**config.mk**
```make
export PLATFORM = sky130hd
export DESIGN_NAME = frame_pacing_scheduler_top_flat
export DESIGN_NICKNAME = d
export VERILOG_FILES = /design/src/rtl/core/fps_pkg.sv /design/src/rtl/core/fps_if.sv /design/src/rtl/core/frame_pacing_scheduler_top.sv /design/src/rtl/core/fps_div.sv /design/src/flat_wrapper.sv
export VERILOG_INCLUDE_DIRS = /design/src /design/src/rtl/core
export SDC_FILE = /design/constraint.sdc
export NUM_CORES = 1
export LEC_CHECK = 0
export ABC_CLOCK_PERIOD_IN_PS = 4900
export BUFFER_PORTS_ARGS = -buffer_cell sky130_fd_sc_hd__buf_2
export CAP_MARGIN = 20
export CORE_ASPECT_RATIO = 0.8
export CORE_MARGIN = 8
export CORE_UTILIZATION = 46
export CTS_BUF_LIST = sky130_fd_sc_hd__clkbuf_16
export DETAILED_ROUTE_END_ITERATION = 10
export PLACE_DENSITY = 0.72
export SLEW_MARGIN = 5
export SYNTH_ARGS = -nofsm -noshare
export SYNTH_HDL_FRONTEND = slang
export SYNTH_SLANG_ARGS = --single-unit
```
**constraint.sdc**
```tcl
create_clock -name clk_i -period 4.9 [get_ports clk_i]
set_clock_uncertainty 0.1 [all_clocks]
set_input_delay 0.49 -clock clk_i [delete_from_list [all_inputs] [get_ports clk_i]]
set_output_delay 0.49 -clock clk_i [all_outputs]
set_load 0.02 [all_outputs]
```
**src/rtl/core/assert_macros.svh**
```systemverilog
// ---------------------------------------------------------------------------
// Assertion macros
// Shared concurrent assertion forms, clocked on clk_i, off during reset.
// ---------------------------------------------------------------------------
`ifndef ASSERT_MACROS_SVH
`define ASSERT_MACROS_SVH

// antecedent implies consequent in the same cycle
`define FPS_ASSERT_SAME(label, ante, cons, msg) \
  label: assert property (@(posedge clk_i) disable iff (!rst_ni) (ante) |-> (cons)) \
    else $error(msg);

// antecedent implies consequent in the next cycle
`define FPS_ASSERT_NEXT(label, ante, cons, msg) \
  label: assert property (@(posedge clk_i) disable iff (!rst_ni) (ante) |=> (cons)) \
    else $error(msg);

`endif

```
**src/rtl/core/fps_pkg.sv**
```systemverilog
// ---------------------------------------------------------------------------
// Frame pacing scheduler package
// Widths, status codes and divider request/response types.
// ---------------------------------------------------------------------------
package fps_pkg;

  localparam int TimeW   = 40;
  localparam int RelW    = 48;
  localparam int AvgW    = 32;
  localparam int GapW    = 24;
  localparam int PendW   = 10;
  localparam int FracW   = 8;

  // numerator avg*(L-1) + gap_q stays below 2^41 for L up to 256
  localparam int DivW    = 41;
  localparam int DvsW    = 10;
  localparam int DivCntW = $clog2(DivW);

  localparam logic [GapW-1:0] MaxGapRst = 24'd10000000;

  typedef enum logic [1:0] {
    StReject   = 2'd0,
    StOnSched  = 2'd1,
    StCatchUp  = 2'd2,
    StLate     = 2'd3
  } status_e;

  typedef struct packed {
    logic            start;
    logic [DivW-1:0] dividend;
    logic [DvsW-1:0] divisor;
  } div_req_t;

  typedef struct packed {
    logic            done;
    logic [DivW-1:0] quot;
  } div_rsp_t;

endpackage

```
**src/rtl/core/fps_if.sv**
```systemverilog
// ---------------------------------------------------------------------------
// Frame pacing scheduler channels
// Valid/ready interfaces for frame words and result words.
// ---------------------------------------------------------------------------
interface fps_in_if;
  logic                         valid;
  logic                         ready;
  logic [fps_pkg::TimeW-1:0]    frame_time_us;
  logic [fps_pkg::TimeW-1:0]    now_us;
  logic [fps_pkg::PendW-1:0]    pending_frames;

  modport source (output valid, frame_time_us, now_us, pending_frames, input ready);
  modport sink   (input valid, frame_time_us, now_us, pending_frames, output ready);
endinterface

interface fps_out_if;
  logic                         valid;
  logic                         ready;
  logic [1:0]                   status;
  logic [fps_pkg::TimeW-1:0]    wait_us;
  logic [fps_pkg::AvgW-1:0]     smoothed_period;

  modport source (output valid, status, wait_us, smoothed_period, input ready);
  modport sink   (input valid, status, wait_us, smoothed_period, output ready);
endinterface

```
**src/rtl/core/frame_pacing_scheduler_top.sv**
```systemverilog
// ---------------------------------------------------------------------------
// Frame pacing scheduler
// Smooths the frame period, schedules frame release and reports the wait.
// ---------------------------------------------------------------------------
//  channel   dir  handshake     word
//  in_i      in   valid/ready   frame_time_us, now_us, pending_frames
//  out_o     out  valid/ready   status, wait_us, smoothed_period
//  cfg       in   cfg_we_i      max_gap_us (cfg_wdata_i)
//
//  A result word passes check, multiply, filter divide, compare, update and
//  finish; an early frame with more than one frame queued adds the catch-up
//  divide; a rejected gap goes from check to finish. The 41-step serial
//  divider runs for the filter and again for catch-up. in_i.ready is high
//  only in idle; a waiting result word holds the next frame in its last state
//  until out_o takes it. Reset clears the schedule, period and last timestamp.
// ---------------------------------------------------------------------------
module frame_pacing_scheduler_top #(
  parameter int FILTER_LENGTH = 30
) (
  input  logic                      clk_i,
  input  logic                      rst_ni,
  input  logic                      cfg_we_i,
  input  logic [fps_pkg::GapW-1:0]  cfg_wdata_i,
  fps_in_if.sink                    in_i,
  fps_out_if.source                 out_o
);

  localparam logic [fps_pkg::DvsW-1:0] LenDiv = fps_pkg::DvsW'(FILTER_LENGTH);
  localparam logic [fps_pkg::DvsW-1:0] LenM1  = fps_pkg::DvsW'(FILTER_LENGTH - 1);

  typedef enum logic [3:0] {
    S_IDLE, S_CHECK, S_MUL, S_DIVA_GO, S_DIVA_WAIT, S_CMP,
    S_DIVP_GO, S_DIVP_WAIT, S_UPD, S_FINISH
  } state_e;

  state_e                       state_q;
  logic [fps_pkg::GapW-1:0]     max_gap_q;
  logic [fps_pkg::TimeW-1:0]    ftime_q;
  logic [fps_pkg::TimeW-1:0]    now_q;
  logic [fps_pkg::PendW-1:0]    pend_q;
  logic [fps_pkg::TimeW-1:0]    last_q;
  logic [fps_pkg::AvgW-1:0]     avg_q;
  logic [fps_pkg::RelW-1:0]     rel_q;
  logic [fps_pkg::GapW-1:0]     gap_q;
  logic [fps_pkg::DivW-1:0]     acc_q;
  logic [fps_pkg::AvgW-1:0]     add_q;
  fps_pkg::status_e             status_q;
  logic [fps_pkg::TimeW-1:0]    wait_q;

  logic                         out_valid_q;
  logic [1:0]                   out_status_q;
  logic [fps_pkg::TimeW-1:0]    out_wait_q;
  logic [fps_pkg::AvgW-1:0]     out_avg_q;

  fps_pkg::div_req_t            div_req;
  fps_pkg::div_rsp_t            div_rsp;

  logic [fps_pkg::TimeW:0]      diff;
  logic                         gap_ok;
  logic [fps_pkg::AvgW-1:0]     gap_sh;
  logic [fps_pkg::RelW-1:0]     now_sh;
  logic [fps_pkg::RelW-1:0]     ahead;
  logic [fps_pkg::DivW-1:0]     prod;
  logic [fps_pkg::RelW:0]       sum;
  logic                         in_fire;
  logic                         out_free;

  assign in_fire  = in_i.valid && in_i.ready;
  assign out_free = !out_valid_q || out_o.ready;

  always_comb begin
    diff   = {1'b0, ftime_q} - {1'b0, last_q};
    gap_ok = (ftime_q > last_q) &&
             (diff[fps_pkg::TimeW-1:0] <= fps_pkg::TimeW'(max_gap_q));
    gap_sh = {gap_q, {fps_pkg::FracW{1'b0}}};
    now_sh = {now_q, {fps_pkg::FracW{1'b0}}};
    ahead  = rel_q - now_sh;
    prod   = fps_pkg::DivW'(avg_q) * fps_pkg::DivW'(LenM1) + fps_pkg::DivW'(gap_sh);
    sum    = {1'b0, rel_q} + (fps_pkg::RelW + 1)'(add_q);
  end

  always_comb begin
    div_req.start    = (state_q == S_DIVA_GO) || (state_q == S_DIVP_GO);
    div_req.dividend = (state_q == S_DIVA_GO) ? acc_q : fps_pkg::DivW'(avg_q);
    div_req.divisor  = (state_q == S_DIVA_GO) ? LenDiv : pend_q;
  end

  fps_div u_div (
    .clk_i  (clk_i),
    .rst_ni (rst_ni),
    .req_i  (div_req),
    .rsp_o  (div_rsp)
  );

  always_ff @(posedge clk_i or negedge rst_ni) begin
    if (!rst_ni) begin
      state_q      <= S_IDLE;
      max_gap_q    <= fps_pkg::MaxGapRst;
      ftime_q      <= '0;
      now_q        <= '0;
      pend_q       <= '0;
      last_q       <= '0;
      avg_q        <= '0;
      rel_q        <= '0;
      gap_q        <= '0;
      acc_q        <= '0;
      add_q        <= '0;
      status_q     <= fps_pkg::StReject;
      wait_q       <= '0;
      out_valid_q  <= 1'b0;
      out_status_q <= '0;
      out_wait_q   <= '0;
      out_avg_q    <= '0;
    end else begin
      if (cfg_we_i) begin
        max_gap_q <= cfg_wdata_i;
      end
      if (out_valid_q && out_o.ready && state_q != S_FINISH) begin
        out_valid_q <= 1'b0;
      end
      case (state_q)
        S_IDLE: begin
          if (in_fire) begin
            ftime_q <= in_i.frame_time_us;
            now_q   <= in_i.now_us;
            pend_q  <= in_i.pending_frames;
            state_q <= S_CHECK;
          end
        end
        S_CHECK: begin
          last_q <= ftime_q;
          wait_q <= '0;
          if (gap_ok) begin
            gap_q <= diff[fps_pkg::GapW-1:0];
            if (avg_q == '0) begin
              avg_q <= {diff[fps_pkg::GapW-1:0], {fps_pkg::FracW{1'b0}}};
            end
            state_q <= S_MUL;
          end else begin
            status_q <= fps_pkg::StReject;
            state_q  <= S_FINISH;
          end
        end
        S_MUL: begin
          acc_q   <= prod;
          state_q <= S_DIVA_GO;
        end
        S_DIVA_GO: begin
          state_q <= S_DIVA_WAIT;
        end
        S_DIVA_WAIT: begin
          if (div_rsp.done) begin
            avg_q   <= div_rsp.quot[fps_pkg::AvgW-1:0];
            state_q <= S_CMP;
          end
        end
        S_CMP: begin
          if (now_sh < rel_q) begin
            wait_q <= ahead[fps_pkg::RelW-1:fps_pkg::FracW];
            if (pend_q <= fps_pkg::PendW'(1)) begin
              status_q <= fps_pkg::StOnSched;
              add_q    <= avg_q;
              state_q  <= S_UPD;
            end else begin
              status_q <= fps_pkg::StCatchUp;
              state_q  <= S_DIVP_GO;
            end
          end else begin
            status_q <= fps_pkg::StLate;
            rel_q    <= now_sh;
            add_q    <= avg_q;
            state_q  <= S_UPD;
          end
        end
        S_DIVP_GO: begin
          state_q <= S_DIVP_WAIT;
        end
        S_DIVP_WAIT: begin
          if (div_rsp.done) begin
            add_q   <= div_rsp.quot[fps_pkg::AvgW-1:0];
            state_q <= S_UPD;
          end
        end
        S_UPD: begin
          rel_q   <= sum[fps_pkg::RelW] ? '1 : sum[fps_pkg::RelW-1:0];
          state_q <= S_FINISH;
        end
        S_FINISH: begin
          if (out_free) begin
            out_valid_q  <= 1'b1;
            out_status_q <= status_q;
            out_wait_q   <= wait_q;
            out_avg_q    <= avg_q;
            state_q      <= S_IDLE;
          end
        end
        default: begin
          state_q <= S_IDLE;
        end
      endcase
    end
  end

  assign in_i.ready            = (state_q == S_IDLE);
  assign out_o.valid           = out_valid_q;
  assign out_o.status          = out_status_q;
  assign out_o.wait_us         = out_wait_q;
  assign out_o.smoothed_period = out_avg_q;

`include "assert_macros.svh"

  `FPS_ASSERT_SAME(a_no_wait_rej_late,
    out_o.valid && (out_o.status == fps_pkg::StReject || out_o.status == fps_pkg::StLate),
    out_o.wait_us == '0, "wait reported on rejected or late word")
  `FPS_ASSERT_SAME(a_period_nonzero,
    out_o.valid && out_o.status != fps_pkg::StReject,
    out_o.smoothed_period != '0, "zero period on accepted gap")
  `FPS_ASSERT_SAME(a_div_done_expected, div_rsp.done,
    state_q == S_DIVA_WAIT || state_q == S_DIVP_WAIT, "divider done while not waiting")
  `FPS_ASSERT_NEXT(a_busy_after_accept, in_fire, !in_i.ready, "ready right after accept")

endmodule

```
**src/rtl/core/fps_div.sv**
```systemverilog
// ---------------------------------------------------------------------------
// Frame pacing serial divider
// Restoring unsigned divider, one quotient bit per cycle, DivW quotient bits.
// ---------------------------------------------------------------------------
module fps_div (
  input  logic              clk_i,
  input  logic              rst_ni,
  input  fps_pkg::div_req_t req_i,
  output fps_pkg::div_rsp_t rsp_o
);

  logic                          busy_q;
  logic                          done_q;
  logic [fps_pkg::DivCntW-1:0]   cnt_q;
  logic [fps_pkg::DvsW-1:0]      rem_q;
  logic [fps_pkg::DvsW-1:0]      dvs_q;
  logic [fps_pkg::DivW-1:0]      quo_q;

  logic [fps_pkg::DvsW:0]        trial;
  logic                          ge;
  logic [fps_pkg::DvsW-1:0]      rem_d;

  always_comb begin
    trial = {rem_q, quo_q[fps_pkg::DivW-1]};
    ge    = trial >= {1'b0, dvs_q};
    rem_d = ge ? fps_pkg::DvsW'(trial - {1'b0, dvs_q}) : trial[fps_pkg::DvsW-1:0];
  end

  always_ff @(posedge clk_i or negedge rst_ni) begin
    if (!rst_ni) begin
      busy_q <= 1'b0;
      done_q <= 1'b0;
      cnt_q  <= '0;
    end else begin
      done_q <= 1'b0;
      if (req_i.start) begin
        busy_q <= 1'b1;
        cnt_q  <= fps_pkg::DivCntW'(fps_pkg::DivW - 1);
      end else if (busy_q) begin
        if (cnt_q == '0) begin
          busy_q <= 1'b0;
          done_q <= 1'b1;
        end else begin
          cnt_q <= cnt_q - 1'b1;
        end
      end
    end
  end

  always_ff @(posedge clk_i) begin
    if (req_i.start) begin
      quo_q <= req_i.dividend;
      rem_q <= '0;
      dvs_q <= req_i.divisor;
    end else if (busy_q) begin
      quo_q <= {quo_q[fps_pkg::DivW-2:0], ge};
      rem_q <= rem_d;
    end
  end

  assign rsp_o.done = done_q;
  assign rsp_o.quot = quo_q;

endmodule

```
**src/flat_wrapper.sv**
```systemverilog
// flat-port wrapper written by rule: the top's interface ports become plain ports
module frame_pacing_scheduler_top_flat 
#(
  parameter int FILTER_LENGTH = 30
)
  (clk_i, rst_ni, cfg_we_i, cfg_wdata_i, in_i_valid, in_i_frame_time_us, in_i_now_us, in_i_pending_frames, in_i_ready, out_o_valid, out_o_status, out_o_wait_us, out_o_smoothed_period, out_o_ready);
  fps_in_if in_i_i ();
  fps_out_if out_o_i ();
  input  logic clk_i;
  input  logic rst_ni;
  input  logic cfg_we_i;
  input  logic [fps_pkg::GapW-1:0] cfg_wdata_i;
  input wire logic [$bits(in_i_i.valid)-1:0] in_i_valid;
  input wire logic [$bits(in_i_i.frame_time_us)-1:0] in_i_frame_time_us;
  input wire logic [$bits(in_i_i.now_us)-1:0] in_i_now_us;
  input wire logic [$bits(in_i_i.pending_frames)-1:0] in_i_pending_frames;
  output wire logic [$bits(in_i_i.ready)-1:0] in_i_ready;
  output wire logic [$bits(out_o_i.valid)-1:0] out_o_valid;
  output wire logic [$bits(out_o_i.status)-1:0] out_o_status;
  output wire logic [$bits(out_o_i.wait_us)-1:0] out_o_wait_us;
  output wire logic [$bits(out_o_i.smoothed_period)-1:0] out_o_smoothed_period;
  input wire logic [$bits(out_o_i.ready)-1:0] out_o_ready;
  assign in_i_i.valid = in_i_valid;
  assign in_i_i.frame_time_us = in_i_frame_time_us;
  assign in_i_i.now_us = in_i_now_us;
  assign in_i_i.pending_frames = in_i_pending_frames;
  assign in_i_ready = in_i_i.ready;
  assign out_o_valid = out_o_i.valid;
  assign out_o_status = out_o_i.status;
  assign out_o_wait_us = out_o_i.wait_us;
  assign out_o_smoothed_period = out_o_i.smoothed_period;
  assign out_o_i.ready = out_o_ready;
  frame_pacing_scheduler_top #(.FILTER_LENGTH(FILTER_LENGTH)) u_core (.clk_i(clk_i), .rst_ni(rst_ni), .cfg_we_i(cfg_we_i), .cfg_wdata_i(cfg_wdata_i), .in_i(in_i_i), .out_o(out_o_i));
endmodule
```
# Word-level counts from Yosys, hierarchy flattened

Cells that the tools add are included.

Multipliers: 1
Add/sub/neg operators: 6
Equality and inequality tests: 21
Magnitude comparators: 5
Reduce and logical (&&, ||, !) cells: 25
Multiplexer cells: 40

Operator list:

| operator              | number |
|---|---|
| $mux 32               | 5 |
| $pmux 32 s2           | 2 |
| $mux 41               | 3 |
| $mux 48               | 2 |
| $pmux 48 s2           | 1 |
| $pmux 40 s2           | 1 |
| $add 48x32->49        | 1 |
| $lt 48x48->1          | 1 |
| $sub 48x48->48        | 1 |
| $gt 40x40->1          | 1 |
| $le 40x24->1          | 1 |
| $mux 40               | 1 |
| $pmux 4 s10           | 1 |
| $sub 40x40->40        | 1 |
| $add 37x32->38        | 1 |
| $mul 32x5->37 const B | 1 |
| $logic_not 32->1      | 1 |
| $mux 4                | 7 |
| $mux 6                | 3 |
| $eq 4x3->1 const B    | 4 |
| $reduce_and 2->1      | 7 |
| $ge 11x10->1          | 1 |
| $le 10x1->1 const B   | 1 |
| $mux 10               | 1 |
| other kinds (20)      | 49 |

Bits in registers: 521
Word-level logic and storage cells: 121
Output and inout bits: 76

# Logic depth before layout (Yosys ltp)

Word-level depth: 5
Depth in mapped cells: 24
Depth with buffers taken out: 21

# Modules after synthesis

A second synthesis with hierarchy kept.

Cells, all modules: 3285
Area, all modules: 32806.5 sq um

Modules (own cells, without submodules):

| module                     | instances | area each (sq um) | sequential area each (sq um) | cells an instance |
|---|---|---|---|---|
| frame_pacing_scheduler_top | 1         | 29450.7           | 11245.8                      | 3031 |
| fps_div                    | 1         | 3355.7            | 1931.9                       | 254 |

# Least setup slack after synthesis

Ideal clock, no wire load.

Path type: reg2reg
Start point: reg u_core.avg_q[8] (netlist bit)
End point: reg u_core.acc_q[35] (netlist bit)
Data arrival time: 4.654 ns
Data required time: 4.664 ns
Setup slack: 0.010 ns
Period minus slack after synthesis: 4.890 ns
Path buffers: 0
Cell stages (with the launch flop): 16
Cell sequence: dfrtp_1 > fa_1 > fa_1 > fa_1 > ha_1 > a21o_1 > a21o_1 > a21oi_1 > a21oi_1 > or4b_2 > a221oi_1 > o2111a_1 > nor3_1 > a31oi_1 > xor2_1 > o21ai_0

Word-level cells in the longest chain between the ends: 2

Ends and longest elaborated chain:

| element                  | line                              | source |
|---|---|---|
| start: declaration       | frame_pacing_scheduler_top.sv:42  | `logic [fps_pkg::AvgW-1:0] avg_q;` |
| start signal: assignment | frame_pacing_scheduler_top.sv:136 | `avg_q <= {diff[fps_pkg::GapW-1:0], {fps_pkg::FracW{1'b0}}};` |
| start signal: assignment | frame_pacing_scheduler_top.sv:153 | `avg_q <= div_rsp.quot[fps_pkg::AvgW-1:0];` |
| $mul 32x5->37            | frame_pacing_scheduler_top.sv:78  | `prod = fps_pkg::DivW'(avg_q) * fps_pkg::DivW'(LenM1) + fps_pkg::DivW'(gap_sh);` |
| $add 37x32->38           | frame_pacing_scheduler_top.sv:78  |  |
| end signal: assignment   | frame_pacing_scheduler_top.sv:145 | `acc_q <= prod;` |
| end: declaration         | frame_pacing_scheduler_top.sv:45  | `logic [fps_pkg::DivW-1:0] acc_q;` |

Every way passes these cells.
A chain may end at the register's enable or synchronous reset.

# Final worst setup path

Start point: reg u_core.last_q[1] (netlist bit)
End point: reg u_core.gap_q[5] (netlist bit)

Word-level cells in the longest chain between the ends: 4
Elaborated cells between the ends (all ways): 5
Those cells by class: 1 x add/sub; 2 x order compare; 2 x reduce/logical

Ends and longest elaborated chain:

| element                    | line                              | source |
|---|---|---|
| start: declaration         | frame_pacing_scheduler_top.sv:41  | `logic [fps_pkg::TimeW-1:0] last_q;` |
| start signal: assignment   | frame_pacing_scheduler_top.sv:131 | `last_q <= ftime_q;` |
| $sub 40x40->40             | frame_pacing_scheduler_top.sv:72  | `diff = {1'b0, ftime_q} - {1'b0, last_q};` |
| via u_core.diff (one bit)  | frame_pacing_scheduler_top.sv:58  | `logic [fps_pkg::TimeW:0] diff;` |
| $le 40x24->1               | frame_pacing_scheduler_top.sv:74  | `(diff[fps_pkg::TimeW-1:0] <= fps_pkg::TimeW'(max_gap_q));` |
| $logic_and 1x1->1          | frame_pacing_scheduler_top.sv:73  | `gap_ok = (ftime_q > last_q) &&` |
| $reduce_and 2->1 (no line) | -                                 |  |
| end signal: assignment     | frame_pacing_scheduler_top.sv:134 | `gap_q <= diff[fps_pkg::GapW-1:0];` |
| end: declaration           | frame_pacing_scheduler_top.sv:44  | `logic [fps_pkg::GapW-1:0] gap_q;` |

The timed path passes the listed nets, and every way through them passes these cells.

==> results.cfg <==
[power_and_ir_drop]
power_density_mw_per_mm2 = 570.3
ir_drop_v = 0.0004403
switching_share = 0.4309
report.power.total_mw = 22.02
p_comb_frac = 0.551
intPower_mw = 12.53
switchingPower_mw = 9.489
p_leak_nw = 19.05
clockPowerShare = 0.193
seq_power_share = 0.256

[yosys]
ys_seq_area_frac = 0.4045
yosysTopAreaCell = dfrtp_1
synth-seq-cells = 518
synth_edf_count = 51
synthArstFlopShare = 0.8822
syn_nets = 3724
synthTopCellsByArea = dfrtp_1, ha_1, mux2_2, fa_1, edfxtp_1
netlist_instances = 3279
syn_area_per_cell_sq_um = 9.936
yosysUniqueCellTypes = 90
synth_top_area_share = 0.3449
synth_flop_cell = dfrtp_1
synth_area_sq_mm = 0.03258
yosysWarnings = 0

[critical_path]
reg2reg_depth = 21
critPathArrivalTime_ps = 5290
required_ps = 5300
crit_type = flop to flop
start_kind = flop
r2r_end = u_core.gap_q[5]$_DFFE_PN0P_
cp-end-kind = flop
worstReg2RegStart = u_core.last_q[1]$_DFFE_PN0P_
cp_max_fo = 6
reg2reg_slack_ps = 9

[cells_and_area]
fin_nets = 4073
syn2layout_area_growth_pct = 18.53
final_common_cell = dfrtp_1
layout-drive-gt1-share = 0.1968
postLayoutCellArea_sq_mm = 0.03862
mostFrequentLayoutCells = dfrtp_1, nand2_1, o21ai_0, ha_1, inv_1

[clocking]
clock-sinks = 518
cts.clk_slew.worst_paths_ps = 60
clock_path_buffers = 3
cts_tree = built
worst_skew_pair.late_latency_ps = 640
h-tree-depth = 2
numCtsBuffers = 54
cts-root-buf = clkbuf_16

[die]
dieHeight_um = 254.0
pin_count = 195
rows = 87
coreArea_sq_mm = 0.07032
die-width_um = 313.5
dieArea_sq_mm = 0.07965
floorplan.initialDensity = 0.4633

[place]
dpl-instance-area_sq_mm = 0.03522
place_congestion = 0.9503
port_buffers = 194
dp_hpwl_um = 67700

[detailed_routing]
wl_per_cell_um = 19.97
vias = 26160
drt_first_pass_iters = 6
drt_drc_violations_left = 0
drt_iter0_drc = 2354
viasPerCell = 5.674
antenna_left = 0
drt_wl_total_um = 92060

[worst_hold_path]
worstHoldEndpoint = u_core.now_q[26]$_DFFE_PN0P_
min_path_type = input pin to flop
hold-path-cell-count = 2
hp-start = in_i_now_us[26]

[grt]
grt.overflow.total = 0
grt_max_degree = 122
grt_pass1_vias = 25540
antenna_found_initial = 1
gr-usage-all-layers = 0.2252
grt_pass1_wl_um = 145400

[timing]
max_freq_mhz = 204.5
finalCritPeriodShare = 0.9981
rsz0062_at_grt = yes
worstMarginPinSlew_ps = 990.7
min_period_ps = 4891
report.final.slew_viol_count = 0
slew-limit-headroom = 0.3388
finalSetupViolations = 0
hold_viol_final = 0

[outcome]
status = finished, final reports clean

[run]
cap_viol_max_count = 0
## repair_timing
item / CTS / global route
pin swaps: 2 / 48
resized for setup: 7 / 75
hold endpoints to repair: 166 / 0
setup endpoints to repair: 27 / 60
setup buffers: 1 / 9
hold buffers: 105 / 0
gates cloned: 0 / 3
## power by group through the flow
stage	clock network [mW]	logic, mW	registers (mW)
detailed placement	0	11.2	5.70
finish	4.25	12.1	5.64
floorplan	0	7.82	5.44
global placement	0	11.1	5.67
CTS	4.35	11.4	5.62
global route	4.52	13.3	5.71
## stage by stage
| step | TNS [ps] | setup slack (ps) | hold WS (ps) | std cells | utilization |
|---|---|---|---|---|---|
| floorplan | 0 | 10.05 | 94.41 | 3279 | - |
| global placement | -124.9 | -124.9 | 359.7 | 4388 | 0.5009 |
| detailed placement | -1879 | -188.8 | 365.5 | 4388 | 0.5009 |
| CTS | 0 | 4.483 | 1.238 | 4596 | 0.5423 |
| global route | -2490 | -145.5 | 13.93 | 4608 | 0.5491 |
| finish | 0 | 9.267 | 29.85 | 4610 | 0.5492 |
## layout make-up
class | instances | area, sq um
Fill cell | 6161 | 31700
Multi-Input combinational cell | 2413 | 18480
Sequential cell | 518 | 13190
Timing Repair Buffer | 435 | 3183
Clock buffer | 56 | 1401
Tap cell | 934 | 1169
Inverter | 206 | 773.2
Clock inverter | 46 | 422.9
Antenna cell | 2 | 5.005
## metal layers
metal  vias to the layer above  wire length, um  global-route usage
met3                       134             6575             0.03884
met1                     12820            42340              0.3281
met2                       836            41120              0.3485
li1                      12370                -                   -
met5                         -                0                   0
met4                         0             2025             0.05375
## critical path, cell delays in order (launching register included)
cell and delay, ps:
dfrtp_1 370, inv_2 90, ha_4 210, nor2b_4 120, o211ai_2 220, a31oi_2 160, a31o_4 270, a221o_1 310
a21o_1 170, a21oi_2 160, xnor2_2 100, ha_1 340, nand2_2 70, nor3_2 220, nand4_1 170, o21a_1 170
nor3_2 140, nand4bb_1 120, nand4b_1 220, or3_4 500, clkbuf_16 210, mux2_4 300
## registers in the layout, indices dropped and copies added (netlist names)
register / count
u_core.wait_q: 40
u_core.last_q: 40
u_core.u_div.rem_q: 10
u_core.out_o.smoothed_period: 32
u_core.max_gap_q: 24
u_core.gap_q: 24
u_core.now_q: 40
u_core.u_div.quo_q: 41
u_core.pend_q: 10
u_core.status_q: 2
u_core.acc_q: 38
u_core.ftime_q: 40
u_core.u_div.done_q: 1
u_core.out_o.valid: 1
u_core.avg_q: 32
u_core.u_div.cnt_q: 6
u_core.u_div.busy_q: 1
u_core.add_q: 32
u_core.rel_q: 48
u_core.out_o.status: 2
u_core.state_q: 4
u_core.out_o.wait_us: 40
u_core.u_div.dvs_q: 10
## how the worst max path moves through the flow
stage / startpoint / to / slack, ps / cells after the start
finish: u_core.last_q[1]$_DFFE_PN0P_ / u_core.gap_q[5]$_DFFE_PN0P_ / 9 / 21
global route: u_core.last_q[1]$_DFFE_PN0P_ / u_core.gap_q[5]$_DFFE_PN0P_ / -150 / 21
CTS: u_core.ftime_q[1]$_DFFE_PN0P_ / u_core.gap_q[9]$_DFFE_PN0P_ / 4 / 21
detailed placement: u_core.avg_q[1]$_DFFE_PN0P_ / u_core.acc_q[35]$_DFFE_PN0P_ / -190 / 16
global placement: u_core.avg_q[9]$_DFFE_PN0P_ / u_core.acc_q[35]$_DFFE_PN0P_ / -120 / 16
floorplan: u_core.avg_q[8]$_DFFE_PN0P_ / u_core.acc_q[35]$_DFFE_PN0P_ / 10 / 15
## kinds of logic (layout without fill, tap and decap cells)
logic type | count (synthesis) | count (layout) | share of synthesized area
AOI/OAI and AO/OA | 830 | 830 | 0.1583
xor gates and xnor gates | 131 | 131 | 0.03522
adders and majority gates | 326 | 326 | 0.1455
buffers and inverters | 348 | 743 | 0.04102
DFF | 518 | 518 | 0.4045
muxes | 281 | 281 | 0.09444
other | 0 | 2 | 0
and+or+nand+nor | 845 | 845 | 0.1211
## cells in the mapped netlist (all sizes together) (29+ instances only)
cell type	number
nor2b	31
mux2	184
a31oi	30
a211oi	29
xor2	57
a21oi	199
nor2	169
fa	88
o21ai	287
xnor2	74
nand3	85
inv	206
a21o	82
nand4	42
clkbuf	120
nor3	49
nand2	340
dfrtp	449
edfxtp	51
mux2i	97
ha	238
Power figures use the tool's default switching activity.
